--- src/vff_pkg.sv ---
// Shared types, widths and register codes for the venturi flow unit.
`timescale 1ns / 1ps

package vff_pkg;

  localparam int SampleBits = 10;
  localparam int SlopeW     = 24;
  localparam int OffsetW    = 32;
  localparam int GainW      = 32;
  localparam int FlowW      = 32;
  localparam int FracBits   = 16;

  localparam int ProdW  = SampleBits + 1 + SlopeW;
  localparam int DiffW  = ((ProdW > OffsetW) ? ProdW : OffsetW) + 2;
  localparam int RootW  = (DiffW + 1) / 2;
  localparam int XW     = 2 * RootW;
  localparam int RemW   = RootW + 3;
  localparam int GprodW = RootW + GainW;

  localparam int AddrW  = 5;
  localparam int DataW  = 32;

  localparam logic signed [SlopeW-1:0]  SlopeReset  = SlopeW'(256);
  localparam logic signed [OffsetW-1:0] OffsetReset = '0;
  localparam logic [GainW-1:0]          GainReset   = GainW'(65536);

  typedef enum logic [2:0] {
    RegSlopeInhInlet  = 3'd0,
    RegSlopeInhThroat = 3'd1,
    RegSlopeExhInlet  = 3'd2,
    RegSlopeExhThroat = 3'd3,
    RegOffsetInh      = 3'd4,
    RegOffsetExh      = 3'd5,
    RegFlowGain       = 3'd6
  } reg_idx_e;

  typedef struct packed {
    logic [SampleBits-1:0] inhale_inlet_sample;
    logic [SampleBits-1:0] inhale_throat_sample;
    logic [SampleBits-1:0] exhale_inlet_sample;
    logic [SampleBits-1:0] exhale_throat_sample;
  } vff_req_t;

  typedef struct packed {
    logic [FlowW-1:0] inhale_flow;
    logic [FlowW-1:0] exhale_flow;
    logic             inhale_reverse;
    logic             exhale_reverse;
  } vff_rsp_t;

  typedef struct packed {
    logic signed [SlopeW-1:0]  slope_inh_inlet;
    logic signed [SlopeW-1:0]  slope_inh_throat;
    logic signed [SlopeW-1:0]  slope_exh_inlet;
    logic signed [SlopeW-1:0]  slope_exh_throat;
    logic signed [OffsetW-1:0] offset_inh;
    logic signed [OffsetW-1:0] offset_exh;
    logic [GainW-1:0]          flow_gain;
  } cfg_t;

  typedef struct packed {
    logic [XW-1:0]    x;
    logic [RemW-1:0]  rem;
    logic [RootW-1:0] root;
  } root_lane_t;

  typedef struct packed {
    root_lane_t inh;
    root_lane_t exh;
    logic       rev_inh;
    logic       rev_exh;
  } root_stage_t;

endpackage

--- src/vff_pre.sv ---
// Front stages: calibrated products, then pressure difference and root seed.
`timescale 1ns / 1ps

module vff_pre (
  input  logic                 clk_i,
  input  logic                 rst_ni,
  input  vff_pkg::cfg_t        cfg_i,
  input  logic                 in_valid_i,
  input  vff_pkg::vff_req_t    in_req_i,
  output logic                 in_ready_o,
  output logic                 out_valid_o,
  output vff_pkg::root_stage_t out_stg_o,
  input  logic                 out_ready_i
);

  localparam int ProdW = vff_pkg::ProdW;
  localparam int DiffW = vff_pkg::DiffW;
  localparam int XW    = vff_pkg::XW;

  logic                    p_valid_q;
  logic                    p_ready;
  logic signed [ProdW-1:0] pi_in_q, pi_th_q, pe_in_q, pe_th_q;
  logic signed [ProdW-1:0] pi_in_d, pi_th_d, pe_in_d, pe_th_d;

  logic                    d_valid_q;
  vff_pkg::root_stage_t    d_stg_q, d_stg_d;
  logic signed [DiffW-1:0] diff_inh, diff_exh;

  assign pi_in_d = ProdW'($signed({1'b0, in_req_i.inhale_inlet_sample}))
                 * ProdW'(cfg_i.slope_inh_inlet);
  assign pi_th_d = ProdW'($signed({1'b0, in_req_i.inhale_throat_sample}))
                 * ProdW'(cfg_i.slope_inh_throat);
  assign pe_in_d = ProdW'($signed({1'b0, in_req_i.exhale_inlet_sample}))
                 * ProdW'(cfg_i.slope_exh_inlet);
  assign pe_th_d = ProdW'($signed({1'b0, in_req_i.exhale_throat_sample}))
                 * ProdW'(cfg_i.slope_exh_throat);

  assign in_ready_o = !p_valid_q || p_ready;
  assign p_ready    = !d_valid_q || out_ready_i;

  always_ff @(posedge clk_i or negedge rst_ni) begin
    if (!rst_ni) begin
      p_valid_q <= 1'b0;
    end else if (in_ready_o) begin
      p_valid_q <= in_valid_i;
    end
  end

  always_ff @(posedge clk_i) begin
    if (in_valid_i && in_ready_o) begin
      pi_in_q <= pi_in_d;
      pi_th_q <= pi_th_d;
      pe_in_q <= pe_in_d;
      pe_th_q <= pe_th_d;
    end
  end

  assign diff_inh = DiffW'(pi_in_q) - DiffW'(pi_th_q) + DiffW'(cfg_i.offset_inh);
  assign diff_exh = DiffW'(pe_in_q) - DiffW'(pe_th_q) + DiffW'(cfg_i.offset_exh);

  always_comb begin
    d_stg_d          = '0;
    d_stg_d.rev_inh  = diff_inh[DiffW-1];
    d_stg_d.rev_exh  = diff_exh[DiffW-1];
    d_stg_d.inh.x    = diff_inh[DiffW-1] ? '0 : XW'($unsigned(diff_inh));
    d_stg_d.exh.x    = diff_exh[DiffW-1] ? '0 : XW'($unsigned(diff_exh));
  end

  always_ff @(posedge clk_i or negedge rst_ni) begin
    if (!rst_ni) begin
      d_valid_q <= 1'b0;
    end else if (p_ready) begin
      d_valid_q <= p_valid_q;
    end
  end

  always_ff @(posedge clk_i) begin
    if (p_valid_q && p_ready) begin
      d_stg_q <= d_stg_d;
    end
  end

  assign out_valid_o = d_valid_q;
  assign out_stg_o   = d_stg_q;

endmodule

--- config.mk ---
export PLATFORM = sky130hd
export DESIGN_NAME = vff_pre
export DESIGN_NICKNAME = d
export VERILOG_FILES = /design/src/vff_pkg.sv /design/src/vff_pre.sv
export SDC_FILE = /design/constraint.sdc
export NUM_CORES = 2
export LEC_CHECK = 0
export ABC_CLOCK_PERIOD_IN_PS = 4600
export BUFFER_PORTS_ARGS = -buffer_cell sky130_fd_sc_hd__buf_2
export CAP_MARGIN = 30
export CORE_MARGIN = 8
export CORE_UTILIZATION = 47
export CTS_BUF_LIST = sky130_fd_sc_hd__clkbuf_8
export CTS_CLUSTER_DIAMETER = 80
export DETAILED_ROUTE_END_ITERATION = 10
export GPL_ROUTABILITY_DRIVEN = 0
export PLACE_DENSITY_LB_ADDON = 0.05
export SLEW_MARGIN = 30
export SYNTH_ARGS = -nofsm -noshare
export SYNTH_HDL_FRONTEND = slang
export SYNTH_SLANG_ARGS = --single-unit
--- constraint.sdc ---
create_clock -name clk_i -period 4.6 [get_ports clk_i]
set_input_delay 0.23 -clock clk_i [delete_from_list [all_inputs] [get_ports clk_i]]
set_output_delay 0.23 -clock clk_i [all_outputs]
set_load 0.02 [all_outputs]
Yosys cells after proc, flatten, opt, wreduce, memory -nomap -nowiden
Cells that the tools add are included.
Widths: inputs -> output; s select.
{ "classes": {"mul": 4, "n_mux": 0, "reduce_logical": 6, "div": 0, "bitwise_logic": 0, "shifts": 0, "order_cmp": 0, "addsub": 4, "eq_ne": 0} }
{ "ops": {"columns": ["operator", "count"], "rows": [
  ["$mul 11x24->35", 4],
  ["$add 36x32->37", 2],
  ["$sub 35x35->36", 2],
  ["$logic_and 1x1->1", 2],
  ["$logic_not 1->1", 2],
  ["$logic_or 1x1->1", 2]
]} }
{ "word_totals": {"latchBits": 0, "in_bits": 236, "out_inout_bits": 162, "mem_bits_ro": 0, "reg_bits": 220, "word_cells": 26, "ramBits": 0, "n_memories": 0} }

Longest topological paths before layout
{ "depth": {"depth_word": 4, "mapped_depth": 24, "depth_no_buf": 22} }

Worst setup path after synthesis
Ideal clock, no wire load.
{ "synth_path": {"path_type": "input -> register", "from": "input in_req_i[32] (netlist name)", "to": "register pi_in_q[32] (data pin)", "n_path_buf": 1, "cell_stages": 21, "arrival_ps": 5410, "path_slack_ps": -1068, "setup_time_ps": 258, "required_ps": 4342, "cell_sequence": "clkbuf_1 > nand2_1 > fa_1 > fa_1 > inv_1 > fa_1 > fa_1 > inv_1 > fa_1 > inv_1 > ha_1 > a21o_1 > a21o_1 > a221oi_1 > nor4b_1 > a21oi_1 > a221oi_1 > a21oi_1 > o21a_1 > nor2_1 > xnor2_1"} }
{ "synth_via": {"elab_chain_cells": 1} }
{ "synth_rtl": {"columns": ["element", "line", "rtl"], "rows": [
  ["from (decl)", "vff_pre.sv:9", "input vff_pkg::vff_req_t in_req_i,"],
  ["$mul 11x24->35", "vff_pre.sv:30", "* ProdW'(cfg_i.slope_inh_inlet);"],
  ["net pi_in_d[32]", "vff_pre.sv:23", "logic signed [ProdW-1:0] pi_in_d, pi_th_d, pe_in_d, pe_th_d;"],
  ["to (signal assigned)", "vff_pre.sv:51", "pi_in_q <= pi_in_d;"],
  ["to (decl)", "vff_pre.sv:22", "logic signed [ProdW-1:0] pi_in_q, pi_th_q, pe_in_q, pe_th_q;"]
]} }
The timed path passes the listed nets, and every way through them passes these cells.
A chain may end at the register's enable or synchronous reset.

Worst setup path after layout
{ "layout_path": {"from": "input in_req_i[7] (netlist name)", "to": "register pe_th_q[33] (data pin)"} }
{ "layout_via": {"elab_chain_cells": 1} }
{ "layout_rtl": {"columns": ["element", "line", "rtl"], "rows": [
  ["$mul 11x24->35", "vff_pre.sv:36", "* ProdW'(cfg_i.slope_exh_throat);"],
  ["net pe_th_d[33]", "vff_pre.sv:23", null],
  ["to (signal assigned)", "vff_pre.sv:54", "pe_th_q <= pe_th_d;"],
  ["to (decl)", "vff_pre.sv:22", null]
]} }
The timed path passes the listed nets, and every way through them passes these cells.

==> impl_results.rst <==
.. list-table::
   :header-rows: 1

   * - Metric
     - Value
   * - Cells after DPL
     - 7360
   * - Crit start category
     - input port
   * - Final min period
     - approximately 4.9 ns
   * - Final worst clock skew
     - approximately 0.084 ns
   * - Dominant combinational cell family by area after synthesis
     - adder cells
   * - Mux contribution to synthesized area
     - 0.000997
   * - Total setup violations reported at the end of the flow
     - 33
   * - Wire length of the first global-routing pass
     - around 200000 µm
   * - Adder-Cell Fraction of Synth Area
     - 0.480
   * - Wirelength per Cell
     - approximately 16 µm
   * - Reg-to-Reg Start
     - pi_in_q[3]$_DFFE_PP_
   * - Cell count of the worst reg-to-reg path
     - 16
   * - Area of all sequential standard cells
     - 0.00648 mm²
   * - Via count of the first global-routing pass
     - between 30000 and 40000
   * - Compound-Gate Fraction of Synth Area
     - 0.0709
   * - Per-instance average area after synthesis
     - 9.17 µm²
   * - Top cell type's share of synthesized area
     - 0.380
   * - Amount of wire on met2 after detailed routing
     - between 50000 and 60000 µm
   * - Max Cap Viol
     - 0
   * - Setup crit end kind
     - register
   * - Max incr delay on CP
     - approximately 0.52 ns
   * - Most instantiated library cell after synthesis
     - sky130_fd_sc_hd__inv_1
   * - Rows
     - 117
   * - Num Clock Sinks
     - around 220
   * - FMAX
     - slightly above 0.2 GHz
   * - Cell accounting for the most synthesized area
     - sky130_fd_sc_hd__fa_1
   * - Launch point of the critical path
     - in_req_i[7]
   * - Worst Path Buf+Inv
     - 6
   * - Endpoint of the worst setup timing path
     - pe_th_q[33]$_DFFE_PP_
   * - Vias per cell
     - 4.78
   * - Most frequent cells after synthesis
     - sky130_fd_sc_hd__inv_1, sky130_fd_sc_hd__fa_1, sky130_fd_sc_hd__nand2_1
   * - Final setup slack of the worst path
     - -0.326 ns
   * - Transition time of the tightest slew-check pin
     - between 0.8 and 0.9 ns
   * - Post-Syn Area
     - between 0.04 and 0.05 mm²
   * - Count of cell types in the netlist
     - a little over 70
   * - Port Buffer Count
     - roughly 280
   * - Layout area overhead
     - 26.0%
   * - Top_reg_cell synth
     - sky130_fd_sc_hd__edfxtp_1
   * - Clock latency on the worst-skew pair
     - 0.65 ns
   * - Number of inserted filler cells in the final layout
     - slightly above 9000
   * - Maximum number of pins on one net before global-route repair
     - 63
   * - FF+latch count, synth
     - approximately 220
   * - Cell types occupying the most area after synthesis
     - sky130_fd_sc_hd__fa_1, sky130_fd_sc_hd__edfxtp_1, sky130_fd_sc_hd__inv_1
   * - RR Endpoint
     - out_stg_o[138]$_SDFFCE_PP0P_
   * - Number of buffers added by the clock tree synthesis step
     - 42
   * - Root Buffer Master
     - sky130_fd_sc_hd__clkbuf_8
   * - Global Route Usage Sum
     - 0.221
   * - Gr ovfl total
     - 0
   * - CP Data Arrival Time
     - between 5 and 6 ns
   * - Post-route cell area
     - between 0.06 and 0.07 mm²
   * - Slowest cell on crit path
     - sky130_fd_sc_hd__fa_1
   * - Kind of path behind the tightest hold check
     - input port to register
   * - Setup slack of the worst register-to-register path
     - 0.24 ns
   * - DRC violation total after the first TritonRoute iteration
     - 1752
   * - Number of DRC violations after detailed routing
     - 0
   * - WL final
     - about 120000 µm
   * - Critical path cell sequence
     - buf_12 -> buf_4 -> and2_4 -> fa_1 -> inv_2 -> fa_1 -> inv_2 -> fa_2 -> fa_1 -> inv_2 -> fa_1 -> inv_2 -> ha_4 -> or3_1 -> a211o_1 -> o211a_1 -> a31o_4 -> a21oi_4 -> o21ai_2 -> a31o_2 -> or4_4 -> nand3_2
   * - DIE HEIGHT
     - 335 µm
   * - CTS H-tree depth
     - 2
   * - Post-synthesis instance total
     - about 5200
   * - Number of vias after detailed routing
     - between 30000 and 40000
   * - Synth Area in Simple Gates
     - 0.142
   * - Fraction of layout instances using a drive strength above 1
     - 0.256
   * - Warning count from the yosys run
     - 0
   * - Drt first pass iters
     - 5
   * - Worst slew margin relative to its limit
     - 0.433
   * - Category of cells accounting for the largest share of critical-path delay
     - adder cells
   * - Routed Antenna Nets
     - 0
   * - Xor/xnor share of the synthesized area
     - 0.0349
   * - Critical Path Fanout Max
     - 5
   * - Placed Area
     - between 0.05 and 0.06 mm²
   * - Required arrival time at the worst endpoint
     - ~5.1 ns
   * - Die area
     - approximately 0.11 mm²
   * - Detailed-placement wirelength estimate
     - between 100000 and 150000 µm
   * - Met1 wire length
     - slightly below 60000 µm
   * - TritonCTS clock tree
     - done
   * - Final worst path period share
     - 1.07
   * - Start-to-end type of the worst setup path
     - input port to register
   * - Starting density of the core
     - 0.472
   * - Width of the die
     - ~330 µm
   * - Post-route insts no fill
     - about 7500
   * - Proportion of synthesized flip-flops having asynchronous set or reset
     - 0.00926
   * - Stages on worst setup path
     - 22
   * - Post-synth EDFFs
     - 214
   * - Initial antenna violation count
     - 9
   * - Portion of the post-synthesis area used by sequential elements
     - 0.136
   * - Setup repair after global routing missed its margin
     - true
   * - Multi-input combinational cell area
     - roughly 0.037 mm²
   * - Violated checks
     - negative setup slack
   * - Top layer in use
     - met5
   * - Total Nets Final
     - about 7700
   * - Worst-path clk slew
     - ~0.06 ns
   * - Number of top-level pins
     - 398
   * - Final Slew Violations
     - 0
   * - Placeable core area
     - a little over 0.1 mm²
   * - Worst Setup Slack post-DPL
     - -1.11 ns
   * - Met3 wire len
     - between 7000 and 8000 µm
   * - Number of buffers on the longest clock path
     - 3
   * - Result of the run
     - complete, but fails checks
   * - Count of endpoints failing hold in the final timing report
     - 0
metrics by stage:
stage / TNS, ns / hold WS [ns] / utilization
after floorplan: -18.36 / -0.0656 / -
after global placement: -56.44 / 0.0164 / 0.554
after detailed placement: -58.92 / 0.0182 / 0.554
after CTS: -2.41 / 0.00873 / 0.581
after global routing: -10.43 / 0.0479 / 0.594
final: -4.45 / 0.0597 / 0.594
repair_timing:
item | CTS | global route
resized for setup | 295 | 277
cloned | 4 | 3
setup endpoints to repair | 48 | 68
setup buffers | 66 | 36
endpoints found under the hold margin | 4 | 0
pin swaps | 184 | 200
hold buffers | 5 | 0
registers in the layout (all words and copies together) (netlist names):
register	cells
pi_in_q	35
out_valid_o	1
pe_in_q	35
pe_th_q	35
p_valid_q	1
out_stg_o	74
pi_th_q	35
how the worst min path moves through the flow:
stage,startpoint,endpoint,slack [ns],cells past startpoint
3_3_place_gp,rst_ni,p_valid_q$_DFFE_PN0N_,0.02,1
6_report,cfg_i[32],out_stg_o[43]$_SDFFCE_PP0P_,0.06,4
3_5_place_dp,rst_ni,out_valid_o$_DFFE_PN0P_,0.02,1
5_1_grt,cfg_i[32],out_stg_o[43]$_SDFFCE_PP0P_,0.05,4
4_1_cts,cfg_i[32],out_stg_o[43]$_SDFFCE_PP0P_,0.009,4
2_1_floorplan,rst_ni,out_valid_o$_DFFE_PN0P_,-0.07,0
layout make-up:
class,count,share of cell area
Timing Repair Buffer,1061,0.140
Antenna cell,7,0.000291
Sequential cell,216,0.108
Tap cell,1368,0.0285
Clock buffer,42,0.00961
Multi-Input combinational cell,3457,0.622
Clock inverter,34,0.00730
Inverter,1348,0.0841
layer usage:
layer / GRT usage / up-vias
li1: - / 17320
met1: 0.327 / 17730
met2: 0.347 / 811
met3: 0.0382 / 123
met4: 0.0389 / 2
met5: 0 / -
worst register-to-register path, stage by stage (launching register included):
cell                        delay [ns]
sky130_fd_sc_hd__edfxtp_1         0.32
sky130_fd_sc_hd__inv_1            0.11
sky130_fd_sc_hd__fa_1             0.53
sky130_fd_sc_hd__inv_1            0.04
sky130_fd_sc_hd__ha_1             0.32
sky130_fd_sc_hd__o211ai_1         0.18
sky130_fd_sc_hd__a21oi_1          0.08
sky130_fd_sc_hd__o21ai_1          0.33
sky130_fd_sc_hd__a211oi_1         0.18
sky130_fd_sc_hd__a221o_1          0.39
sky130_fd_sc_hd__a31oi_4          0.22
sky130_fd_sc_hd__o21ai_1          0.16
sky130_fd_sc_hd__a2111oi_2        0.44
sky130_fd_sc_hd__mux2_4           0.24
sky130_fd_sc_hd__buf_4            0.22
sky130_fd_sc_hd__buf_4            0.24
sky130_fd_sc_hd__nor2_1           0.08
cell families (layout without fill, tap and decap cells):
logic type	Yosys count	count (layout)
simple gates	1373	1373
compound gates	516	516
other cells	1	93
buf+inv	1616	2485
xor+xnor	190	190
fa+ha+maj	1288	1288
flops	216	216
mux	4	4
layout by cell type (no fill, tap or decap), types with 17 or more instances in the layout:
cell,count
sky130_fd_sc_hd__fa_2,55
sky130_fd_sc_hd__o21ai_2,17
sky130_fd_sc_hd__conb_1,86
sky130_fd_sc_hd__ha_1,331
sky130_fd_sc_hd__and2_4,41
sky130_fd_sc_hd__a21oi_2,52
sky130_fd_sc_hd__buf_2,220
sky130_fd_sc_hd__nand2_2,36
sky130_fd_sc_hd__inv_2,58
sky130_fd_sc_hd__a21oi_1,111
sky130_fd_sc_hd__nor3_1,23
sky130_fd_sc_hd__o21bai_1,22
sky130_fd_sc_hd__edfxtp_1,214
sky130_fd_sc_hd__clkbuf_8,42
sky130_fd_sc_hd__ha_4,45
sky130_fd_sc_hd__nand2b_1,17
sky130_fd_sc_hd__o21a_1,26
sky130_fd_sc_hd__nand2_1,514
sky130_fd_sc_hd__o21ai_0,44
sky130_fd_sc_hd__and2_1,447
sky130_fd_sc_hd__buf_12,42
sky130_fd_sc_hd__nand3_1,20
sky130_fd_sc_hd__xor2_1,51
sky130_fd_sc_hd__inv_1,1295
sky130_fd_sc_hd__xnor2_1,121
sky130_fd_sc_hd__buf_6,64
sky130_fd_sc_hd__a21o_1,96
sky130_fd_sc_hd__nand4_1,18
sky130_fd_sc_hd__fa_1,851
sky130_fd_sc_hd__nor2b_1,21
sky130_fd_sc_hd__buf_4,701
sky130_fd_sc_hd__nor2_1,127
Power is not shown: default switching activity piles up to over one toggle a cycle in this logic, so the estimate is an artifact.
